## src/rtl/backlash_move_sequencer_core_macros.svh

```systemverilog
// Assertion macros for the backlash move sequencer core.
// Expect signals named aclk and aresetn in the module that uses them.
`ifndef BACKLASH_MOVE_SEQUENCER_CORE_MACROS_SVH
`define BACKLASH_MOVE_SEQUENCER_CORE_MACROS_SVH
`ifndef NO_ASSERTIONS
// same-cycle implication
`define BMS_ASSERT_IMP(lbl, ante, cons, msg) \
    lbl: assert property (@(posedge aclk) disable iff (!aresetn) (ante) |-> (cons)) \
        else $error(msg);
// next-cycle implication
`define BMS_ASSERT_NXT(lbl, ante, cons, msg) \
    lbl: assert property (@(posedge aclk) disable iff (!aresetn) (ante) |=> (cons)) \
        else $error(msg);
`else
`define BMS_ASSERT_IMP(lbl, ante, cons, msg)
`define BMS_ASSERT_NXT(lbl, ante, cons, msg)
`endif
`endif

```

## src/rtl/bms_pkg.sv

```systemverilog
// Types, codes and helper functions for the backlash move sequencer.
// Used by every module of the block; depends on nothing.
package bms_pkg;

    localparam int POS_W    = 32;
    localparam int BL_W     = 24;
    localparam int DB_W     = 16;
    localparam int TOL_W    = 16;
    localparam int POLL_W   = 10;
    localparam int CFG_W    = 24;
    localparam int S_DATA_W = 72;
    localparam int M_DATA_W = 40;

    localparam logic [POLL_W-1:0] POLL_MAX = '1;

    // configuration register indexes
    localparam logic [1:0] CFG_BACKLASH   = 2'd0;
    localparam logic [1:0] CFG_DEADBAND   = 2'd1;
    localparam logic [1:0] CFG_DIVERGE    = 2'd2;
    localparam logic [1:0] CFG_POLL_LIMIT = 2'd3;

    localparam logic signed [BL_W-1:0] BACKLASH_RST   = -24'sd24000;
    localparam logic [DB_W-1:0]        DEADBAND_RST   = 16'd10;
    localparam logic [TOL_W-1:0]       DIVERGE_RST    = 16'd10;
    localparam logic [POLL_W-1:0]      POLL_LIMIT_RST = 10'd100;

    localparam logic signed [POS_W-1:0] POS_MAX = 32'sh7FFF_FFFF;
    localparam logic signed [POS_W-1:0] POS_MIN = 32'sh8000_0000;

    typedef enum logic [1:0] {
        PH_IDLE = 2'd0,
        PH_ABS  = 2'd1,
        PH_REL  = 2'd2
    } phase_t;

    typedef enum logic [1:0] {
        DIR_NONE = 2'd0,
        DIR_POS  = 2'd1,
        DIR_NEG  = 2'd3
    } dir_t;

    typedef enum logic [1:0] {
        ACT_NONE = 2'd0,
        ACT_REL  = 2'd1,
        ACT_ABS  = 2'd2,
        ACT_STOP = 2'd3
    } action_t;

    typedef enum logic [1:0] {
        OC_PENDING = 2'd0,
        OC_OK      = 2'd1,
        OC_FAIL    = 2'd2,
        OC_REFUSED = 2'd3
    } outcome_t;

    typedef enum logic [3:0] {
        K_REFUSED,
        K_IN_PLACE,
        K_REL_SHORT,
        K_ABS_START,
        K_IDLE_REPORT,
        K_FAIL_CLEAR,
        K_FAIL_KEEP,
        K_ABS_POLL,
        K_ABS_DONE,
        K_REL_POLL,
        K_REL_DONE
    } step_kind_t;

    typedef struct packed {
        logic signed [BL_W-1:0] backlash;
        logic [BL_W-1:0]        backlash_mag;
        logic                   backlash_pos;
        logic [DB_W-1:0]        deadband;
        logic [TOL_W-1:0]       diverge_tol;
        logic [POLL_W-1:0]      poll_limit;
    } cfg_t;

    typedef struct packed {
        logic                    is_report;
        logic signed [POS_W-1:0] target;
        logic signed [POS_W-1:0] reported;
        logic                    running;
        logic                    report_ok;
        logic signed [POS_W-1:0] goal;
    } item_t;

    // a - b with one guard bit, so it never wraps
    function automatic logic signed [POS_W:0] diff33(input logic signed [POS_W-1:0] a,
                                                     input logic signed [POS_W-1:0] b);
        logic signed [POS_W:0] ax;
        logic signed [POS_W:0] bx;
        ax = {a[POS_W-1], a};
        bx = {b[POS_W-1], b};
        return ax - bx;
    endfunction

    function automatic logic [POS_W:0] mag33(input logic signed [POS_W:0] v);
        logic [POS_W:0] u;
        u = v;
        return v[POS_W] ? (~u + {{POS_W{1'b0}}, 1'b1}) : u;
    endfunction

endpackage

```

## src/rtl/bms_cfg_regs.sv

```systemverilog
// Configuration register file of the backlash move sequencer.
// Depends on bms_pkg; derives backlash magnitude and sign for the datapath.
module bms_cfg_regs
    import bms_pkg::*;
(
    input  logic             aclk,
    input  logic             aresetn,
    input  logic             cfg_wr_en,
    input  logic [1:0]       cfg_index,
    input  logic [CFG_W-1:0] cfg_wdata,
    output cfg_t             cfg
);

    logic signed [BL_W-1:0] backlash_reg;
    logic [DB_W-1:0]        deadband_reg;
    logic [TOL_W-1:0]       diverge_reg;
    logic [POLL_W-1:0]      poll_limit_reg;

    always_ff @(posedge aclk) begin
        if (!aresetn) begin
            backlash_reg   <= BACKLASH_RST;
            deadband_reg   <= DEADBAND_RST;
            diverge_reg    <= DIVERGE_RST;
            poll_limit_reg <= POLL_LIMIT_RST;
        end else if (cfg_wr_en) begin
            unique case (cfg_index)
                CFG_BACKLASH:   backlash_reg   <= cfg_wdata[BL_W-1:0];
                CFG_DEADBAND:   deadband_reg   <= cfg_wdata[DB_W-1:0];
                CFG_DIVERGE:    diverge_reg    <= cfg_wdata[TOL_W-1:0];
                CFG_POLL_LIMIT: poll_limit_reg <= cfg_wdata[POLL_W-1:0];
                default: ;
            endcase
        end
    end

    always_comb begin
        cfg.backlash     = backlash_reg;
        cfg.backlash_mag = backlash_reg[BL_W-1] ? (~backlash_reg + {{(BL_W-1){1'b0}}, 1'b1})
                                                : backlash_reg;
        // zero backlash counts as a negative approach
        cfg.backlash_pos = !backlash_reg[BL_W-1] && (backlash_reg != '0);
        cfg.deadband     = deadband_reg;
        cfg.diverge_tol  = diverge_reg;
        cfg.poll_limit   = poll_limit_reg;
    end

endmodule

```

## src/rtl/bms_in_stage.sv

```systemverilog
// Input register with skid entry; precomputes the saturated absolute goal.
// Depends on bms_pkg; feeds bms_step one item per cycle while item_ready is high.
module bms_in_stage
    import bms_pkg::*;
(
    input  logic                   aclk,
    input  logic                   aresetn,
    input  logic                   s_tvalid,
    output logic                   s_tready,
    input  logic [S_DATA_W-1:0]    s_tdata,
    input  logic                   s_tuser,
    input  logic signed [BL_W-1:0] backlash,
    output logic                   item_valid,
    input  logic                   item_ready,
    output item_t                  item
);

    logic  main_valid_reg, main_valid_next;
    logic  skid_valid_reg, skid_valid_next;
    item_t main_reg;
    item_t skid_reg;
    item_t in_item;
    item_t main_src;
    logic  s_fire;
    logic  main_free;
    logic  load_main;
    logic  load_skid;
    logic signed [POS_W:0] goal_raw;

    always_comb begin
        goal_raw = diff33(s_tdata[31:0], {{(POS_W-BL_W){backlash[BL_W-1]}}, backlash});
        in_item.is_report = s_tuser;
        in_item.target    = s_tdata[31:0];
        in_item.reported  = s_tdata[63:32];
        in_item.running   = s_tdata[64];
        in_item.report_ok = s_tdata[65];
        // saturate target - backlash to the position range
        if (goal_raw[POS_W] != goal_raw[POS_W-1]) begin
            in_item.goal = goal_raw[POS_W] ? POS_MIN : POS_MAX;
        end else begin
            in_item.goal = goal_raw[POS_W-1:0];
        end
    end

    assign s_tready = !skid_valid_reg;
    assign s_fire   = s_tvalid && !skid_valid_reg;
    assign main_free = !main_valid_reg || item_ready;

    always_comb begin
        main_valid_next = main_valid_reg;
        skid_valid_next = skid_valid_reg;
        load_main       = 1'b0;
        load_skid       = 1'b0;
        main_src        = in_item;
        if (main_free) begin
            if (skid_valid_reg) begin
                main_src        = skid_reg;
                load_main       = 1'b1;
                main_valid_next = 1'b1;
                skid_valid_next = 1'b0;
            end else begin
                load_main       = s_fire;
                main_valid_next = s_fire;
            end
        end else begin
            // park the transaction while the main entry is held
            load_skid       = s_fire;
            skid_valid_next = skid_valid_reg || s_fire;
        end
    end

    always_ff @(posedge aclk) begin
        if (!aresetn) begin
            main_valid_reg <= 1'b0;
            skid_valid_reg <= 1'b0;
        end else begin
            main_valid_reg <= main_valid_next;
            skid_valid_reg <= skid_valid_next;
        end
    end

    always_ff @(posedge aclk) begin
        if (load_main) begin
            main_reg <= main_src;
        end
        if (load_skid) begin
            skid_reg <= in_item;
        end
    end

    assign item_valid = main_valid_reg;
    assign item       = main_reg;

endmodule

```

## src/rtl/bms_step.sv

```systemverilog
// Move sequencer state and decision logic with the result register.
// Depends on bms_pkg and the assertion macros header.
`include "backlash_move_sequencer_core_macros.svh"
module bms_step
    import bms_pkg::*;
(
    input  logic                aclk,
    input  logic                aresetn,
    input  cfg_t                cfg,
    input  logic                item_valid,
    output logic                item_ready,
    input  item_t               item,
    output logic                m_tvalid,
    input  logic                m_tready,
    output logic [M_DATA_W-1:0] m_tdata,
    output logic [1:0]          m_tuser
);

    phase_t                  phase_reg, phase_next;
    dir_t                    dir_reg, dir_next;
    logic [POLL_W-1:0]       poll_reg, poll_next;
    logic signed [POS_W-1:0] cur_reg, cur_next;
    logic signed [POS_W-1:0] goal_reg, goal_next;
    logic [POS_W-1:0]        gap_reg, gap_next;

    logic                    m_valid_reg, m_valid_next;
    action_t                 action_reg, action_next;
    logic signed [POS_W-1:0] steps_reg, steps_next;
    outcome_t                outcome_reg, outcome_next;

    logic                    advance;
    logic                    busy;
    step_kind_t              kind;
    logic signed [POS_W:0]   delta;
    logic [POS_W:0]          delta_mag;
    logic                    in_band;
    logic                    dir_match;
    logic                    short_move;
    logic [POS_W:0]          gap_full;
    logic [POS_W-1:0]        gap_now;
    logic [POS_W:0]          start_gap_full;
    logic                    diverged;
    logic [POLL_W-1:0]       poll_inc;
    logic                    timed_out;
    dir_t                    rel_dir;

    assign item_ready = !m_valid_reg || m_tready;
    assign advance    = item_valid && item_ready;
    assign busy       = (phase_reg == PH_ABS) || (phase_reg == PH_REL);

    // decision datapath
    always_comb begin
        delta          = diff33(item.target, cur_reg);
        delta_mag      = mag33(delta);
        in_band        = delta_mag < {{(POS_W+1-DB_W){1'b0}}, cfg.deadband};
        dir_match      = (dir_reg != DIR_NONE) &&
                         ((dir_reg == DIR_POS) == (!delta[POS_W] && (delta != '0)));
        short_move     = delta_mag < {{(POS_W+1-BL_W){1'b0}}, cfg.backlash_mag};
        gap_full       = mag33(diff33(goal_reg, item.reported));
        gap_now        = gap_full[POS_W-1:0];
        start_gap_full = mag33(diff33(item.goal, cur_reg));
        diverged       = (poll_reg != '0) && (gap_now > gap_reg) &&
                         (gap_now > {{(POS_W-TOL_W){1'b0}}, cfg.diverge_tol});
        poll_inc       = (poll_reg == POLL_MAX) ? poll_reg : poll_reg + {{(POLL_W-1){1'b0}}, 1'b1};
        timed_out      = poll_inc >= cfg.poll_limit;
        rel_dir        = cfg.backlash_pos ? DIR_POS : DIR_NEG;
    end

    // classify the transaction
    always_comb begin
        if (!item.is_report) begin
            priority if (busy)                    kind = K_REFUSED;
            else if (in_band)                     kind = K_IN_PLACE;
            else if (dir_match && short_move)     kind = K_REL_SHORT;
            else                                  kind = K_ABS_START;
        end else begin
            priority if (!busy)                   kind = K_IDLE_REPORT;
            else if (!item.report_ok)             kind = (phase_reg == PH_ABS) ? K_FAIL_CLEAR
                                                                              : K_FAIL_KEEP;
            else if (phase_reg == PH_ABS) begin
                priority if (diverged)            kind = K_FAIL_CLEAR;
                else if (item.running)            kind = K_ABS_POLL;
                else                              kind = K_ABS_DONE;
            end else begin
                priority if (!item.running)       kind = K_REL_DONE;
                else if (timed_out)               kind = K_FAIL_KEEP;
                else                              kind = K_REL_POLL;
            end
        end
    end

    // next state
    always_comb begin
        phase_next = phase_reg;
        dir_next   = dir_reg;
        poll_next  = poll_reg;
        cur_next   = cur_reg;
        goal_next  = goal_reg;
        gap_next   = gap_reg;
        if (advance) begin
            if (item.is_report && item.report_ok) begin
                cur_next = item.reported;
            end
            unique case (kind)
                K_REFUSED: ;
                K_IN_PLACE:    phase_next = PH_IDLE;
                K_REL_SHORT: begin
                    phase_next = PH_REL;
                    poll_next  = '0;
                    dir_next   = rel_dir;
                end
                K_ABS_START: begin
                    phase_next = PH_ABS;
                    poll_next  = '0;
                    goal_next  = item.goal;
                    gap_next   = start_gap_full[POS_W-1:0];
                end
                K_IDLE_REPORT: ;
                K_FAIL_CLEAR: begin
                    phase_next = PH_IDLE;
                    poll_next  = '0;
                    dir_next   = DIR_NONE;
                end
                K_FAIL_KEEP, K_REL_DONE: begin
                    phase_next = PH_IDLE;
                    poll_next  = '0;
                end
                K_ABS_POLL: begin
                    poll_next = poll_inc;
                    if (poll_reg != '0) begin
                        gap_next = gap_now;
                    end
                end
                K_ABS_DONE: begin
                    if (poll_reg != '0) begin
                        gap_next = gap_now;
                    end
                    phase_next = PH_REL;
                    poll_next  = '0;
                    dir_next   = rel_dir;
                end
                K_REL_POLL:    poll_next = poll_inc;
                default: ;
            endcase
        end
    end

    // result
    always_comb begin
        action_next  = ACT_NONE;
        steps_next   = '0;
        outcome_next = OC_PENDING;
        unique case (kind)
            K_REFUSED:   outcome_next = OC_REFUSED;
            K_IN_PLACE,
            K_REL_DONE:  outcome_next = OC_OK;
            K_REL_SHORT: begin
                action_next = ACT_REL;
                steps_next  = delta[POS_W-1:0];
            end
            K_ABS_START: begin
                action_next = ACT_ABS;
                steps_next  = item.goal;
            end
            K_ABS_DONE: begin
                action_next = ACT_REL;
                steps_next  = {{(POS_W-BL_W){cfg.backlash[BL_W-1]}}, cfg.backlash};
            end
            K_FAIL_CLEAR,
            K_FAIL_KEEP: begin
                action_next  = ACT_STOP;
                outcome_next = OC_FAIL;
            end
            K_IDLE_REPORT, K_ABS_POLL, K_REL_POLL: ;
            default: ;
        endcase
        m_valid_next = advance || (m_valid_reg && !m_tready);
    end

    always_ff @(posedge aclk) begin
        if (!aresetn) begin
            phase_reg   <= PH_IDLE;
            dir_reg     <= DIR_NONE;
            poll_reg    <= '0;
            cur_reg     <= '0;
            goal_reg    <= '0;
            gap_reg     <= '0;
            m_valid_reg <= 1'b0;
        end else begin
            phase_reg   <= phase_next;
            dir_reg     <= dir_next;
            poll_reg    <= poll_next;
            cur_reg     <= cur_next;
            goal_reg    <= goal_next;
            gap_reg     <= gap_next;
            m_valid_reg <= m_valid_next;
        end
    end

    always_ff @(posedge aclk) begin
        if (advance) begin
            action_reg  <= action_next;
            steps_reg   <= steps_next;
            outcome_reg <= outcome_next;
        end
    end

    assign m_tvalid = m_valid_reg;
    assign m_tdata  = {{(M_DATA_W-POS_W-2){1'b0}}, outcome_reg, steps_reg};
    assign m_tuser  = action_reg;

    `BMS_ASSERT_IMP(a_rel_has_dir, phase_reg == PH_REL, dir_reg != DIR_NONE, "relative move without approach direction")
    `BMS_ASSERT_IMP(a_poll_only_busy, poll_reg != '0, busy, "poll count left over while idle")
    `BMS_ASSERT_IMP(a_stop_is_fail, m_valid_reg && action_reg == ACT_STOP, outcome_reg == OC_FAIL, "stop without failure")
    `BMS_ASSERT_NXT(a_refuse_keeps_state, advance && kind == K_REFUSED, $stable(phase_reg) && $stable(poll_reg), "refused request changed state")

endmodule

```

## src/rtl/backlash_move_sequencer_core.sv

```systemverilog
// Backlash move sequencer core, top level.
// Accepted transactions pass the input register, one decision stage and the result register.
// One transaction per cycle is taken while m_tready does not stall the result register.
// s_tready is registered (skid entry), so a stalled result side costs no input cycle at once.
// Reset (aresetn low, synchronous): idle, no approach direction, positions and counts zero,
// configuration back to backlash -24000, deadband 10, tolerance 10, poll limit 100.
module backlash_move_sequencer_core
    import bms_pkg::*;
(
    input  logic                aclk,
    input  logic                aresetn,
    // configuration write port
    input  logic                cfg_wr_en,
    input  logic [1:0]          cfg_index,
    input  logic [CFG_W-1:0]    cfg_wdata,
    // request and status stream
    input  logic                s_tvalid,
    output logic                s_tready,
    input  logic [S_DATA_W-1:0] s_tdata,  // target_steps, reported_position, motor_running,
                                          // report_ok, zero fill
    input  logic                s_tuser,  // opcode
    // result stream
    output logic                m_tvalid,
    input  logic                m_tready,
    output logic [M_DATA_W-1:0] m_tdata,  // move_steps, outcome, zero fill
    output logic [1:0]          m_tuser   // action
);

    cfg_t  cfg;
    item_t item;
    logic  item_valid;
    logic  item_ready;

    bms_cfg_regs u_cfg (
        .aclk      (aclk),
        .aresetn   (aresetn),
        .cfg_wr_en (cfg_wr_en),
        .cfg_index (cfg_index),
        .cfg_wdata (cfg_wdata),
        .cfg       (cfg)
    );

    bms_in_stage u_in (
        .aclk       (aclk),
        .aresetn    (aresetn),
        .s_tvalid   (s_tvalid),
        .s_tready   (s_tready),
        .s_tdata    (s_tdata),
        .s_tuser    (s_tuser),
        .backlash   (cfg.backlash),
        .item_valid (item_valid),
        .item_ready (item_ready),
        .item       (item)
    );

    bms_step u_step (
        .aclk       (aclk),
        .aresetn    (aresetn),
        .cfg        (cfg),
        .item_valid (item_valid),
        .item_ready (item_ready),
        .item       (item),
        .m_tvalid   (m_tvalid),
        .m_tready   (m_tready),
        .m_tdata    (m_tdata),
        .m_tuser    (m_tuser)
    );

endmodule
```

## config.mk

```make
export PLATFORM = sky130hd
export DESIGN_NAME = backlash_move_sequencer_core
export DESIGN_NICKNAME = d
export VERILOG_FILES = /design/src/rtl/bms_pkg.sv /design/src/rtl/bms_cfg_regs.sv /design/src/rtl/bms_in_stage.sv /design/src/rtl/bms_step.sv /design/src/rtl/backlash_move_sequencer_core.sv
export VERILOG_INCLUDE_DIRS = /design/src /design/src/rtl
export SDC_FILE = /design/constraint.sdc
export NUM_CORES = 1
export LEC_CHECK = 0
export BUFFER_PORTS_ARGS = -buffer_cell sky130_fd_sc_hd__buf_2
export CAP_MARGIN = 10
export CORE_AREA = 2 2 256 258
export DETAILED_ROUTE_END_ITERATION = 12
export DIE_AREA = 0 0 258 260
export GPL_ROUTABILITY_DRIVEN = 0
export SKIP_CTS_REPAIR_TIMING = 1
export SLEW_MARGIN = 20
export SYNTH_ARGS = -nofsm -noshare
export SYNTH_HDL_FRONTEND = slang
export SYNTH_SLANG_ARGS = --single-unit
```

## constraint.sdc

```tcl
create_clock -name aclk -period 12.2 [get_ports aclk]
set_input_delay 0.61 -clock aclk [delete_from_list [all_inputs] [get_ports aclk]]
set_output_delay 0.61 -clock aclk [all_outputs]
set_load 0.03 [all_outputs]
```

==> impl_metrics.csv <==
group,metric,value,unit
yosys,syn_inst,3549,
cts,clk_pin_slew_worst_paths,0.06,ns
place,place_ws,3.641,ns
finish,layout_commonest_cell,"nand2_1",
timing,setup-tns-final,0,ns
finish,stdcell_area,32910,µm²
floorplanning,initial_core_util,0.4681,
power_and_ir_drop,power_density,133.4,nW/µm²
timing,final_max_slew_viol_count,0,
routing,drc,0,
timing,setup_viol,0,
finish,antenna_cells,0,
yosys,synth_area,30010,µm²
yosys,ys_types,111,
routing,num_vias,26060,
floorplanning,die_h,260,µm
yosys,ys_ff_latch,413,
status,outcome,"finished clean",
floorplanning,std_cell_rows,93,
routing,drt-pass1-iter-count,5,
job,maxCapViolCount,0,
yosys,ys.flop_type,"edfxtp_1",
timing,hold_viol_final,0,
finish,syn2layout_area_growth,9.638,%
critical_path,critPathRequiredTime,12.65,ns
critical_path,worstSetupPathType,"reg -> reg",
yosys,avgSynthCellArea,8.457,µm²
grt,track_usage,0.2625,
cts,clkLatencyLatePin,0.58,ns
critical_path,crit_family,"compound AO/OA/AOI/OAI gates",
yosys,synthArstFlopShare,0,
yosys,synth-seq-area-share,0.3535,
floorplanning,core_region_area,64120,µm²
place,port_buffers,135,
cts,cts.sinks,413,
place,dp_hpwl,70100,µm
routing,drt_iter0_drc,2087,
power_and_ir_drop,leakage,13.63,nW
cts,clockRootBuffer,"clkbuf_16",
yosys,synth_edf_count,234,
routing,viasPerCell,5.775,
grt,antenna_found_initial,1,
critical_path,cp_max_fo,38,
yosys,synthTopCellsByArea,"edfxtp_1 23%, dfxtp_1 12%, ha_1 9.6%",
floorplanning,die_area,67080,µm²
floorplanning,io-pin-count,148,
routing,wl_per_cell,20.08,µm
power_and_ir_drop,ir_worst_vdd,0.1240,mV
timing,min_period,8.571,ns
yosys,yosysWarnings,0,
grt,overflow,0,
finish,layout_common_cells,"613 x nand2_1, 268 x a21oi_1, 254 x nor2_1",
timing,period_share,0.7025,
critical_path,cpPeakStageDelay,0.95,ns
floorplanning,chipWidth,258,µm
cts,numCtsBuffers,48,
cts,cts_tree,"built",
critical_path,path_buf_inv,2,
finish,final_nets,3957,
timing,maxSlewHeadroom,0.2723,
critical_path,cpMaxStageDelayCell,"o21a_2",
critical_path,cp.arrival,9.02,ns
worst_hold_path,hold_path_class,"in -> reg",
yosys,synth_top_area_frac,0.2341,
timing,skew,0.01955,ns
routing,wl,90610,µm
routing,ant_nets,0,
grt,grt_pass1_wl,137700,µm
timing,rsz0062_at_grt,"false",
cts,cts_max_level,2,
critical_path,start_kind,"flip-flop",
timing,worst_slew_pin_slew,1.082,ns
timing,fin_ws,3.629,ns
grt,first_global_vias,24180,
place,placed_area,31360,µm²
finish,drive_above_1_share,0.09489,
grt,grt_max_degree,68,
cts,clock_path_buffers,3,
yosys,yosysTopAreaCell,"edfxtp_1",
critical_path,end_kind,"flip-flop",
timing,max_freq,116.7,MHz
power by group:
group	switching (mW)	internal (mW)
registers	0.0794	1.56
logic	0.790	0.528
clock network	0.609	0.825
total	1.48	2.91
area by class of cell:
cell class	instances	area, µm²
repair buffers	161	870.8
multi-input cells	2753	17900
flip-flops and latches	413	10610
inverters	242	910.9
well taps	855	1070
fillers	6101	31210
clock buffers	63	1309
clock inverters	25	232.7
routing by layer:
layer	GRT usage	wire [µm]	vias to the layer above
met4	0.07611	2492	0
li1	-	-	12830
met3	0.02982	5445	116
met5	0	0	-
met1	0.3668	41580	12350
met2	0.4282	41090	758
stage by stage:
step / instances / utilization / power [mW] / hold WS, ns
after floorplan: 3554 / - / 2.609 / 0.4247
after global placement: 4424 / 0.4892 / 2.954 / 0.4419
after detailed placement: 4424 / 0.4892 / 2.961 / 0.4446
after CTS: 4512 / 0.5132 / 4.399 / 0.1826
after global routing: 4512 / 0.5132 / 4.610 / 0.1961
final: 4512 / 0.5132 / 4.390 / 0.2120
kinds of logic (layout without fill, tap and decap cells):
kind of cell,after synthesis,count (layout),synth area share
adder cells (fa/ha/maj),238,238,0.09988
AO/OA/AOI/OAI,904,904,0.1978
flip-flops,413,413,0.3535
AND/OR/NAND/NOR,1308,1308,0.2026
buffers and inverters,388,491,0.05265
multiplexers,120,120,0.04152
XOR/XNOR,177,177,0.05190
other,1,6,0.0001249
worst register-to-register path, stage by stage, from the launching register on:
cell,delay (ns)
edfxtp_1,0.40
ha_1,0.27
fa_1,0.42
nand2b_1,0.23
a211oi_1,0.49
o2111a_1,0.40
o21ai_0,0.14
a222oi_1,0.51
and3_1,0.46
nand3_1,0.19
nor3_4,0.28
a31oi_1,0.13
a211oi_1,0.28
xor2_1,0.53
inv_1,0.10
ha_1,0.31
nand4_1,0.13
nor2_1,0.08
and4_1,0.23
and3_1,0.17
nand4_1,0.08
o211ai_1,0.10
a31oi_1,0.34
a211o_1,0.33
buf_4,0.49
o21a_2,0.96
mux2i_1,0.31
nor2_1,0.05
synth_stat cells, types with 38 or more instances:
master    instances
nand3_1          66
a21oi_1         270
ha_1            230
xnor2_1         123
a21o_1           81
nand4_1          38
edfxtp_1        234
mux2i_1          87
o21ai_0         180
clkbuf_1        100
nor3_1           55
o211ai_1         40
o21a_1           51
nor2_1          255
inv_1           241
xor2_1           53
dfxtp_1         179
nand2_1         614
path summary, 6_finish.rpt:
kind	startpoint	to	slack [ns]	cells past startpoint
max reg2reg	u_in.item[34]	u_step.gap_reg[3]	3.63	27
min	s_tdata[52]	u_in.skid_reg[54]	0.21	1
max	u_in.item[34]	u_step.gap_reg[3]	3.63	27
min reg2reg	u_cfg.diverge_reg[4]	u_cfg.diverge_reg[4]	0.45	2
Note: power is estimated with default switching activity, not from simulation.
